===== src/rtl/stb_pkg.sv =====
// --------------------------------------------------------------------------
// stb_pkg
// types and constants of the software timer bank
// --------------------------------------------------------------------------
package stb_pkg;

    localparam int NUM_TIMERS_DEF = 16;
    localparam int MAX_OUT        = 16;
    localparam int POS_W          = 4;
    localparam int CNT_W          = 5;

    typedef enum logic [2:0] {
        ACT_CREATE = 3'd0,
        ACT_DELETE = 3'd1,
        ACT_START  = 3'd2,
        ACT_STOP   = 3'd3,
        ACT_TICK   = 3'd4
    } action_t;

    typedef enum logic [1:0] {
        TS_UNUSED    = 2'd0,
        TS_STOPPED   = 2'd1,
        TS_RUNNING   = 2'd2,
        TS_COMPLETED = 2'd3
    } tstate_t;

    typedef enum logic [1:0] {
        RS_OK       = 2'd0,
        RS_INACTIVE = 2'd1,
        RS_STOPPED  = 2'd2
    } rstat_t;

    typedef enum logic [2:0] {
        S_IDLE,
        S_CRD,
        S_CEX,
        S_SCAN,
        S_SDRAIN,
        S_FRD,
        S_FEX
    } fsm_t;

    typedef struct packed {
        logic [1:0]  status;
        logic [31:0] delay;
        logic [31:0] period;
        logic        repeat_en;
        logic [31:0] match;
        logic [31:0] order;
    } entry_t;

endpackage


===== src/rtl/stb_entry_mem.sv =====
// --------------------------------------------------------------------------
// stb_entry_mem
// timer entry memory, one read and one write port, registered read data;
// per-entry valid bits make never-written entries read as all zero
// --------------------------------------------------------------------------
module stb_entry_mem #(
    parameter int DEPTH = stb_pkg::NUM_TIMERS_DEF,
    parameter int IDX_W = 4
) (
    input  logic                 clk,
    input  logic                 rst_n,
    input  logic                 rd_en,
    input  logic [IDX_W-1:0]     rd_addr,
    output stb_pkg::entry_t      rd_data,
    input  logic                 wr_en,
    input  logic [IDX_W-1:0]     wr_addr,
    input  stb_pkg::entry_t      wr_data
);

    stb_pkg::entry_t mem [DEPTH];
    stb_pkg::entry_t mem_q_reg;
    logic [DEPTH-1:0] vld_reg;
    logic             hit_reg;

    always_ff @(posedge clk)
    begin
        if (wr_en)
        begin
            mem[wr_addr] <= wr_data;
        end
        if (rd_en)
        begin
            mem_q_reg <= mem[rd_addr];
        end
    end

    always_ff @(posedge clk or negedge rst_n)
    begin
        if (!rst_n)
        begin
            vld_reg <= '0;
            hit_reg <= 1'b0;
        end
        else
        begin
            if (wr_en)
            begin
                vld_reg[wr_addr] <= 1'b1;
            end
            if (rd_en)
            begin
                hit_reg <= vld_reg[rd_addr];
            end
        end
    end

    assign rd_data = hit_reg ? mem_q_reg : '0;

endmodule


===== src/rtl/stb_order.sv =====
// --------------------------------------------------------------------------
// stb_order
// insertion-sorted list of fired timers, smallest age first,
// equal ages keep scan order
// --------------------------------------------------------------------------
module stb_order #(
    parameter int IDX_W = 4
) (
    input  logic                        clk,
    input  logic                        rst_n,
    input  logic                        clr,
    input  logic                        ins,
    input  logic [31:0]                 ins_age,
    input  logic [IDX_W-1:0]            ins_slot,
    input  logic [stb_pkg::POS_W-1:0]   sel,
    output logic [IDX_W-1:0]            sel_slot,
    output logic [stb_pkg::CNT_W-1:0]   cnt
);

    localparam int N = stb_pkg::MAX_OUT;

    logic [31:0]      age_reg  [N];
    logic [IDX_W-1:0] slot_reg [N];
    logic [N-1:0]     vld_reg;
    logic [stb_pkg::CNT_W-1:0] cnt_reg;
    logic [N-1:0]     keep;

    always_comb
    begin
        for (int i = 0; i < N; i++)
        begin
            keep[i] = vld_reg[i] && (age_reg[i] <= ins_age);
        end
    end

    always_ff @(posedge clk)
    begin
        if (ins)
        begin
            for (int i = 0; i < N; i++)
            begin
                if (!keep[i])
                begin
                    if (i == 0 || keep[(i == 0) ? 0 : i-1])
                    begin
                        age_reg[i]  <= ins_age;
                        slot_reg[i] <= ins_slot;
                    end
                    else
                    begin
                        age_reg[i]  <= age_reg[(i == 0) ? 0 : i-1];
                        slot_reg[i] <= slot_reg[(i == 0) ? 0 : i-1];
                    end
                end
            end
        end
    end

    always_ff @(posedge clk or negedge rst_n)
    begin
        if (!rst_n)
        begin
            vld_reg <= '0;
            cnt_reg <= '0;
        end
        else if (clr)
        begin
            vld_reg <= '0;
            cnt_reg <= '0;
        end
        else if (ins)
        begin
            vld_reg <= {vld_reg[N-2:0], 1'b1};
            if (cnt_reg != stb_pkg::CNT_W'(N))
            begin
                cnt_reg <= cnt_reg + 1'b1;
            end
        end
    end

    assign sel_slot = slot_reg[sel];
    assign cnt      = cnt_reg;

endmodule


===== src/rtl/software_timer_bank_top.sv =====
// --------------------------------------------------------------------------
// software_timer_bank_top
// bank of software timers: commands on one slot, ticks that scan all
// entries and report expiries, most recently armed first
// --------------------------------------------------------------------------
//  channel  handshake           word
//  input    start / busy        action timer_slot first_delay reload_period
//                               periodic_mode
//  result   done (strobe)       timer_id fired status success tick_now last
//
//  command: read, modify, write back (S_CRD, S_CEX); the result word is
//  registered and the next accept can follow once done has dropped
//  tick: scan of all entries (S_SCAN, S_SDRAIN); the no-expiry word is
//  issued from S_FRD, else the expiries follow in sorted order, one word
//  per S_FRD / S_FEX pair (one entry read each)
//  reset clears the tick counter, arm sequence and all entry valid bits
//  the receiver takes every result; busy stays high until the last one
module software_timer_bank_top #(
    parameter int NUM_TIMERS = stb_pkg::NUM_TIMERS_DEF
) (
    input  logic        clk,
    input  logic        rst_n,
    input  logic        start,
    output logic        busy,
    input  logic [2:0]  action,
    input  logic [3:0]  timer_slot,
    input  logic [31:0] first_delay,
    input  logic [31:0] reload_period,
    input  logic        periodic_mode,
    output logic        done,
    output logic [3:0]  timer_id,
    output logic        fired,
    output logic [1:0]  status,
    output logic        success,
    output logic [31:0] tick_now,
    output logic        last
);

    localparam int IDX_W = (NUM_TIMERS > 1) ? $clog2(NUM_TIMERS) : 1;

    stb_pkg::fsm_t state_reg, state_next;

    logic [2:0]  act_reg;
    logic [3:0]  slot_reg;
    logic [31:0] dly_reg;
    logic [31:0] per_reg;
    logic        mode_reg;

    logic [31:0] tick_reg, tick_next;
    logic [31:0] seq_reg, seq_next;
    logic [IDX_W-1:0] scan_reg, scan_next;
    logic [IDX_W-1:0] scanq_reg, scanq_next;
    logic        pend_reg, pend_next;
    logic [stb_pkg::POS_W-1:0] pos_reg, pos_next;

    logic        done_reg, done_next;
    logic [3:0]  id_reg, id_next;
    logic        fired_reg, fired_next;
    logic [1:0]  stat_reg, stat_next;
    logic        succ_reg, succ_next;
    logic        last_reg, last_next;

    logic             rd_en;
    logic [IDX_W-1:0] rd_addr;
    stb_pkg::entry_t  rd_data;
    logic             wr_en;
    logic [IDX_W-1:0] wr_addr;
    stb_pkg::entry_t  wr_data;

    logic             ord_clr;
    logic             ord_ins;
    logic [31:0]      ord_age;
    logic [IDX_W-1:0] ord_slot;
    logic [stb_pkg::CNT_W-1:0] ord_cnt;

    logic             accept;
    logic             slot_ok;
    logic [IDX_W-1:0] slot_idx;
    logic [1:0]       cur_st;
    logic             scan_last;
    logic             fire_last;
    logic [31:0]      arm_ticks;

    assign busy      = (state_reg != stb_pkg::S_IDLE) || done_reg;
    assign accept    = start && !busy;
    assign slot_ok   = 32'(slot_reg) < NUM_TIMERS;
    assign slot_idx  = IDX_W'(slot_reg);
    assign cur_st    = slot_ok ? rd_data.status : stb_pkg::TS_UNUSED;
    assign scan_last = scan_reg == IDX_W'(NUM_TIMERS - 1);
    assign fire_last = (stb_pkg::CNT_W'(pos_reg) + 1'b1) == ord_cnt;
    assign arm_ticks = (rd_data.delay != 32'd0) ? rd_data.delay : rd_data.period;
    assign ord_age   = seq_reg - rd_data.order;

    stb_entry_mem #(
        .DEPTH (NUM_TIMERS),
        .IDX_W (IDX_W)
    ) u_mem (
        .clk     (clk),
        .rst_n   (rst_n),
        .rd_en   (rd_en),
        .rd_addr (rd_addr),
        .rd_data (rd_data),
        .wr_en   (wr_en),
        .wr_addr (wr_addr),
        .wr_data (wr_data)
    );

    stb_order #(
        .IDX_W (IDX_W)
    ) u_order (
        .clk      (clk),
        .rst_n    (rst_n),
        .clr      (ord_clr),
        .ins      (ord_ins),
        .ins_age  (ord_age),
        .ins_slot (scanq_reg),
        .sel      (pos_reg),
        .sel_slot (ord_slot),
        .cnt      (ord_cnt)
    );

    // next state
    always_comb
    begin
        state_next = state_reg;
        case (state_reg)
            stb_pkg::S_IDLE:
            begin
                if (accept)
                begin
                    state_next = (action == stb_pkg::ACT_TICK) ? stb_pkg::S_SCAN
                                                              : stb_pkg::S_CRD;
                end
            end
            stb_pkg::S_CRD:    state_next = stb_pkg::S_CEX;
            stb_pkg::S_CEX:    state_next = stb_pkg::S_IDLE;
            stb_pkg::S_SCAN:
            begin
                if (scan_last)
                begin
                    state_next = stb_pkg::S_SDRAIN;
                end
            end
            stb_pkg::S_SDRAIN: state_next = stb_pkg::S_FRD;
            stb_pkg::S_FRD:
            begin
                state_next = (ord_cnt == '0) ? stb_pkg::S_IDLE : stb_pkg::S_FEX;
            end
            stb_pkg::S_FEX:
            begin
                state_next = fire_last ? stb_pkg::S_IDLE : stb_pkg::S_FRD;
            end
            default:           state_next = stb_pkg::S_IDLE;
        endcase
    end

    // datapath and outputs
    always_comb
    begin
        tick_next  = tick_reg;
        seq_next   = seq_reg;
        scan_next  = scan_reg;
        scanq_next = scan_reg;
        pend_next  = 1'b0;
        pos_next   = pos_reg;
        done_next  = 1'b0;
        id_next    = id_reg;
        fired_next = 1'b0;
        stat_next  = stb_pkg::RS_OK;
        succ_next  = 1'b1;
        last_next  = 1'b1;
        rd_en      = 1'b0;
        rd_addr    = scan_reg;
        wr_en      = 1'b0;
        wr_addr    = slot_idx;
        wr_data    = rd_data;
        ord_clr    = 1'b0;
        ord_ins    = 1'b0;

        case (state_reg)
            stb_pkg::S_IDLE:
            begin
                if (accept && action == stb_pkg::ACT_TICK)
                begin
                    tick_next = tick_reg + 32'd1;
                    scan_next = '0;
                    pos_next  = '0;
                    ord_clr   = 1'b1;
                end
            end
            stb_pkg::S_CRD:
            begin
                rd_en   = slot_ok;
                rd_addr = slot_idx;
            end
            stb_pkg::S_CEX:
            begin
                done_next = 1'b1;
                id_next   = slot_reg;
                case (act_reg)
                    stb_pkg::ACT_CREATE:
                    begin
                        if (!slot_ok)
                        begin
                            stat_next = stb_pkg::RS_INACTIVE;
                            succ_next = 1'b0;
                        end
                        else
                        begin
                            wr_en             = 1'b1;
                            wr_data.status    = stb_pkg::TS_STOPPED;
                            wr_data.delay     = dly_reg;
                            wr_data.period    = per_reg;
                            wr_data.repeat_en = mode_reg;
                            wr_data.match     = 32'd0;
                        end
                    end
                    stb_pkg::ACT_DELETE:
                    begin
                        if (cur_st == stb_pkg::TS_UNUSED)
                        begin
                            stat_next = stb_pkg::RS_INACTIVE;
                            succ_next = 1'b0;
                        end
                        else
                        begin
                            wr_en             = 1'b1;
                            wr_data.status    = stb_pkg::TS_UNUSED;
                            wr_data.delay     = 32'd0;
                            wr_data.period    = 32'd0;
                            wr_data.repeat_en = 1'b0;
                            wr_data.match     = 32'd0;
                        end
                    end
                    stb_pkg::ACT_START:
                    begin
                        if (cur_st == stb_pkg::TS_UNUSED)
                        begin
                            stat_next = stb_pkg::RS_INACTIVE;
                            succ_next = 1'b0;
                        end
                        else
                        begin
                            seq_next       = seq_reg + 32'd1;
                            wr_en          = 1'b1;
                            wr_data.status = stb_pkg::TS_RUNNING;
                            wr_data.match  = tick_reg + arm_ticks;
                            wr_data.order  = seq_reg + 32'd1;
                        end
                    end
                    stb_pkg::ACT_STOP:
                    begin
                        if (cur_st == stb_pkg::TS_UNUSED)
                        begin
                            stat_next = stb_pkg::RS_INACTIVE;
                            succ_next = 1'b0;
                        end
                        else if (cur_st == stb_pkg::TS_RUNNING)
                        begin
                            wr_en          = 1'b1;
                            wr_data.status = stb_pkg::TS_STOPPED;
                        end
                        else
                        begin
                            stat_next = stb_pkg::RS_STOPPED;
                        end
                    end
                    default:
                    begin
                        succ_next = 1'b0;
                    end
                endcase
            end
            stb_pkg::S_SCAN, stb_pkg::S_SDRAIN:
            begin
                // previous read lands now; current read goes out in S_SCAN only
                ord_ins = pend_reg && rd_data.status == stb_pkg::TS_RUNNING
                          && rd_data.match == tick_reg;
                if (state_reg == stb_pkg::S_SCAN)
                begin
                    rd_en     = 1'b1;
                    pend_next = 1'b1;
                    if (!scan_last)
                    begin
                        scan_next = scan_reg + 1'b1;
                    end
                end
            end
            stb_pkg::S_FRD:
            begin
                if (ord_cnt == '0)
                begin
                    done_next = 1'b1;
                    id_next   = 4'd0;
                end
                else
                begin
                    rd_en   = 1'b1;
                    rd_addr = ord_slot;
                end
            end
            stb_pkg::S_FEX:
            begin
                wr_en      = 1'b1;
                wr_addr    = ord_slot;
                done_next  = 1'b1;
                id_next    = 4'(ord_slot);
                fired_next = 1'b1;
                last_next  = fire_last;
                pos_next   = pos_reg + 1'b1;
                if (rd_data.repeat_en)
                begin
                    seq_next       = seq_reg + 32'd1;
                    wr_data.status = stb_pkg::TS_RUNNING;
                    wr_data.match  = tick_reg + rd_data.period;
                    wr_data.order  = seq_reg + 32'd1;
                end
                else
                begin
                    wr_data.status = stb_pkg::TS_COMPLETED;
                end
            end
            default:
            begin
            end
        endcase
    end

    always_ff @(posedge clk)
    begin
        if (accept)
        begin
            act_reg  <= action;
            slot_reg <= timer_slot;
            dly_reg  <= first_delay;
            per_reg  <= reload_period;
            mode_reg <= periodic_mode;
        end
        scanq_reg <= scanq_next;
        id_reg    <= id_next;
        fired_reg <= fired_next;
        stat_reg  <= stat_next;
        succ_reg  <= succ_next;
        last_reg  <= last_next;
    end

    always_ff @(posedge clk or negedge rst_n)
    begin
        if (!rst_n)
        begin
            state_reg <= stb_pkg::S_IDLE;
            tick_reg  <= '0;
            seq_reg   <= '0;
            scan_reg  <= '0;
            pend_reg  <= 1'b0;
            pos_reg   <= '0;
            done_reg  <= 1'b0;
        end
        else
        begin
            state_reg <= state_next;
            tick_reg  <= tick_next;
            seq_reg   <= seq_next;
            scan_reg  <= scan_next;
            pend_reg  <= pend_next;
            pos_reg   <= pos_next;
            done_reg  <= done_next;
        end
    end

    assign done     = done_reg;
    assign timer_id = id_reg;
    assign fired    = fired_reg;
    assign status   = stat_reg;
    assign success  = succ_reg;
    assign tick_now = tick_reg;
    assign last     = last_reg;

endmodule


===== config.mk =====
export PLATFORM = sky130hd
export DESIGN_NAME = software_timer_bank_top
export DESIGN_NICKNAME = d
export VERILOG_FILES = /design/src/rtl/stb_pkg.sv /design/src/rtl/stb_entry_mem.sv /design/src/rtl/stb_order.sv /design/src/rtl/software_timer_bank_top.sv
export SDC_FILE = /design/constraint.sdc
export NUM_CORES = 2
export LEC_CHECK = 0
export BUFFER_PORTS_ARGS = -buffer_cell sky130_fd_sc_hd__buf_2
export CAP_MARGIN = 25
export CORE_UTILIZATION = 35
export DETAILED_ROUTE_END_ITERATION = 6
export PLACE_DENSITY = 0.51
export REMOVE_ABC_BUFFERS = 1
export SLEW_MARGIN = 20
export SYNTH_ARGS = -nofsm -noshare
export SYNTH_HDL_FRONTEND = slang
export SYNTH_HIERARCHICAL = 1
export SYNTH_SLANG_ARGS = --single-unit

===== constraint.sdc =====
create_clock -name clk -period 17.4 [get_ports clk]
set_input_delay 1.74 -clock clk [delete_from_list [all_inputs] [get_ports clk]]
set_output_delay 1.74 -clock clk [all_outputs]
set_load 0.05 [all_outputs]

==> results.toml <==
[run_status]
status = "finished, final reports clean"

[synth]
syn-mean-instance-area_um2 = 17.6
syn_inst = 7732
synth-main-ff-cell = "edfxtp_1"
ys_ff_latch = 3003
synth_cell_types = 103
synth_area_um2 = 136000
yosysSeqAreaShare = 0.657
yosysWarningCount = 6
synth-edff-count = 2879
async_flop_share = 0.0383

[timing]
fin_crit_sh = 0.445
finClkSkew_ns = 0.0824
hold-worst-slack_ns = 0.467
min_period_ns = 7.75
tns_ns = 0
tightest_slew_ns = 1.10
hold_viol_final = 0
fmax_mhz = 129
finalSetupViolCount = 0
maxSlewViolCount = 0
rsz0062_at_grt = "no"
slew-limit-headroom = 0.266

[place]
gp_routability_congestion = 0.845
post_dp_cell_area_um2 = 144000
port_buffers = 117
hpwl_um = 224000

[cells_and_area]
fillCellCount = 34800
final_nets = 8793
largest_register_ffs = 2096
syn2layout_area_growth_pct = 13.6
multi_input_area_um2 = 44900
utilization = 0.400
drive_gt1_frac = 0.242
layout_commonest_cell = "edfxtp_1"
regArea_um2 = 89500
most-common-layout-cells = "edfxtp_1 (2879), mux4_2 (625), ha_1 (618), a21oi_1 (343), clkbuf_16 (333)"
final_area_um2 = 155000

[power_and_ir_drop]
p_clk_frac = 0.248
switching_share = 0.344
powerDensity_nw_per_um2 = 179
power_mw = 27.7
combinationalPowerShare = 0.399
p_int_mw = 18.2
ir_worst_vdd_uv = 153
netSwitchingPower_mw = 9.52
p_leak_nw = 53.9
power_frac_seq = 0.353

[global_route]
grt_max_degree = 131
grt-ovfl-total = 0
grt_pass1_vias = 76300
antenna_found_initial = 14
grt_pass1_wl_um = 532000
grt_usage = 0.184

[detailed_routing]
vias = 72900
detail_route.wl_per_cell_um = 26.9
drt-initial-drc-count = 5838
firstDrtPassIters = 5
via_per_inst = 5.38
drc = 0
routed_wl_um = 364000
ant_nets = 0

[floorplan]
die_area_um2 = 392000
die_y_um = 626
die_x_um = 626
ioPinCount = 118
core-area_um2 = 387000
start_util = 0.352
num_rows = 228

[critical_path]
arrival_ns = 8.36
critical_path_class = "reg2reg"
end_kind = "register"
path_max_fanout = 37
slowest_delay_ns = 0.84
worst_ep_required_time_ns = 18.01
crit_top_cell = "buf_4"
worstPathCellList = "buf_4 -> and2_1 -> inv_1 -> ha_1 -> and3_1 -> nand2_1 -> a21oi_1 -> a311oi_4 -> o21ai_2 -> or3_1 -> a21oi_2 -> xnor2_1 -> buf_4 -> inv_1 -> ha_1 -> nand4_1 -> nor4_1 -> nand4_1 -> o31a_1 -> o22ai_4 -> buf_4 -> mux2_2"
reg2reg_slack_ns = 9.65
cp_slowest_cell = "nor4_1"
start_kind = "register"

[cts]
cts_tree = "built"
postCtsHoldBufs = 0
cts_setup_buffers = 0
h-tree-depth = 5
cts.clk_slew.worst_paths_ns = 0.06
clock_sinks = 3003
cts.path.max_buffers = 4
postCtsResizedCells = 0
cts-root-buf = "clkbuf_16"
numCtsBuffers = 329
clk_latency_ns = 0.94

[job]
drv_cap = 0

[hold_path]
hold_class = "reg2reg"
==> critical path: cells and delay by family, from the launching register on <==
family                   cells  cell delay, ns
buffers and inverters        5            1.71
AO/OA/AOI/OAI                6            1.23
adder cells (fa/ha/maj)      2            0.80
multiplexers                 1            0.40
XOR/XNOR                     1            0.13
flip-flops                   1            0.73
AND/OR/NAND/NOR              7            2.36
==> area by class of cell <==
cell class                 instances  share of cell area
sequential                      3003               0.579
multi-input combinational       4278               0.290
clock buffer                     423              0.0565
tap                             5175              0.0419
timing repair buffer             352              0.0176
clock inverter                   178              0.0117
inverter                         133             0.00323
antenna                            4           0.0000647
==> power by group through the flow <==
stage / registers, mW / clock network, mW / logic, mW
after floorplan: 9.83 / 0 / 9.36
after global placement: 9.91 / 0 / 10.9
after detailed placement: 9.92 / 0 / 11.1
after CTS: 9.77 / 7.03 / 11.2
after global routing: 9.80 / 7.29 / 12.1
final: 9.76 / 6.86 / 11.0
==> cells in the mapped netlist, types with 39 or more instances <==
master       n  area (µm²)
edfxtp_1  2879       86500
mux4_2     625       14100
ha_1       618        7730
a21oi_1    348        1740
nand2_1    277        1040
mux2_2     231        2600
mux2_4     210        3150
o21ai_0    187         936
nor2_1     182         683
clkbuf_1   174         653
and2_1     144         901
inv_1      131         492
nand4_1    119         744
dfrtp_1    115        2880
xor2_1     106         928
xnor2_1    105         920
mux2_1     101        1140
a21o_1      98         736
nand3_1     82         410
nor2b_1     82         513
mux2i_1     75         751
buf_2       73         365
a22o_1      72         631
a211oi_1    64         480
nor3_1      59         295
nor4_1      39         244
==> cell families after synthesis <==
group | share of synthesized area
compound gates | 0.0518
xor+xnor | 0.0136
fa+ha+maj | 0.0572
buf+inv | 0.0155
flops | 0.657
mux | 0.160
simple gates | 0.0450
==> worst paths after layout <==
kind	start	endpoint	cells after the start
setup / recovery	u_mem/hit_reg$_DFFE_PN0P_	u_order/age_reg[0][198]$_DFFE_PP_	22
hold / removal	u_mem/vld_reg[15]$_DFFE_PN0P_	u_mem/vld_reg[15]$_DFFE_PN0P_	1
setup reg to reg	u_mem/hit_reg$_DFFE_PN0P_	u_order/age_reg[0][198]$_DFFE_PP_	22
hold reg to reg	u_mem/vld_reg[15]$_DFFE_PN0P_	u_mem/vld_reg[15]$_DFFE_PN0P_	1
max in group asynchronous	rst_n	tick_now[0]$_DFFE_PN0P_	3
min in group asynchronous	rst_n	seq_reg[15]$_DFFE_PN0P_	1
==> metal layers <==
layer  up-vias  routed length, µm  track usage  part of all wire
met5         -                 57            0           0.00016
met4         8               9260       0.0488             0.025
met3       507              16100       0.0229             0.044
met2      1709             182000        0.317              0.50
met1     38600             157000        0.245              0.43
li1      32100                  -            -                 -
==> through the flow <==
stage / instances / worst slack (ns)
finish: 13500 / 9.65
global route: 13500 / 9.21
CTS: 13500 / 9.42
detailed placement: 12900 / 9.49
global placement: 12900 / 9.60
floorplan: 7414 / -33.75
(Power assumes the default switching activity.)
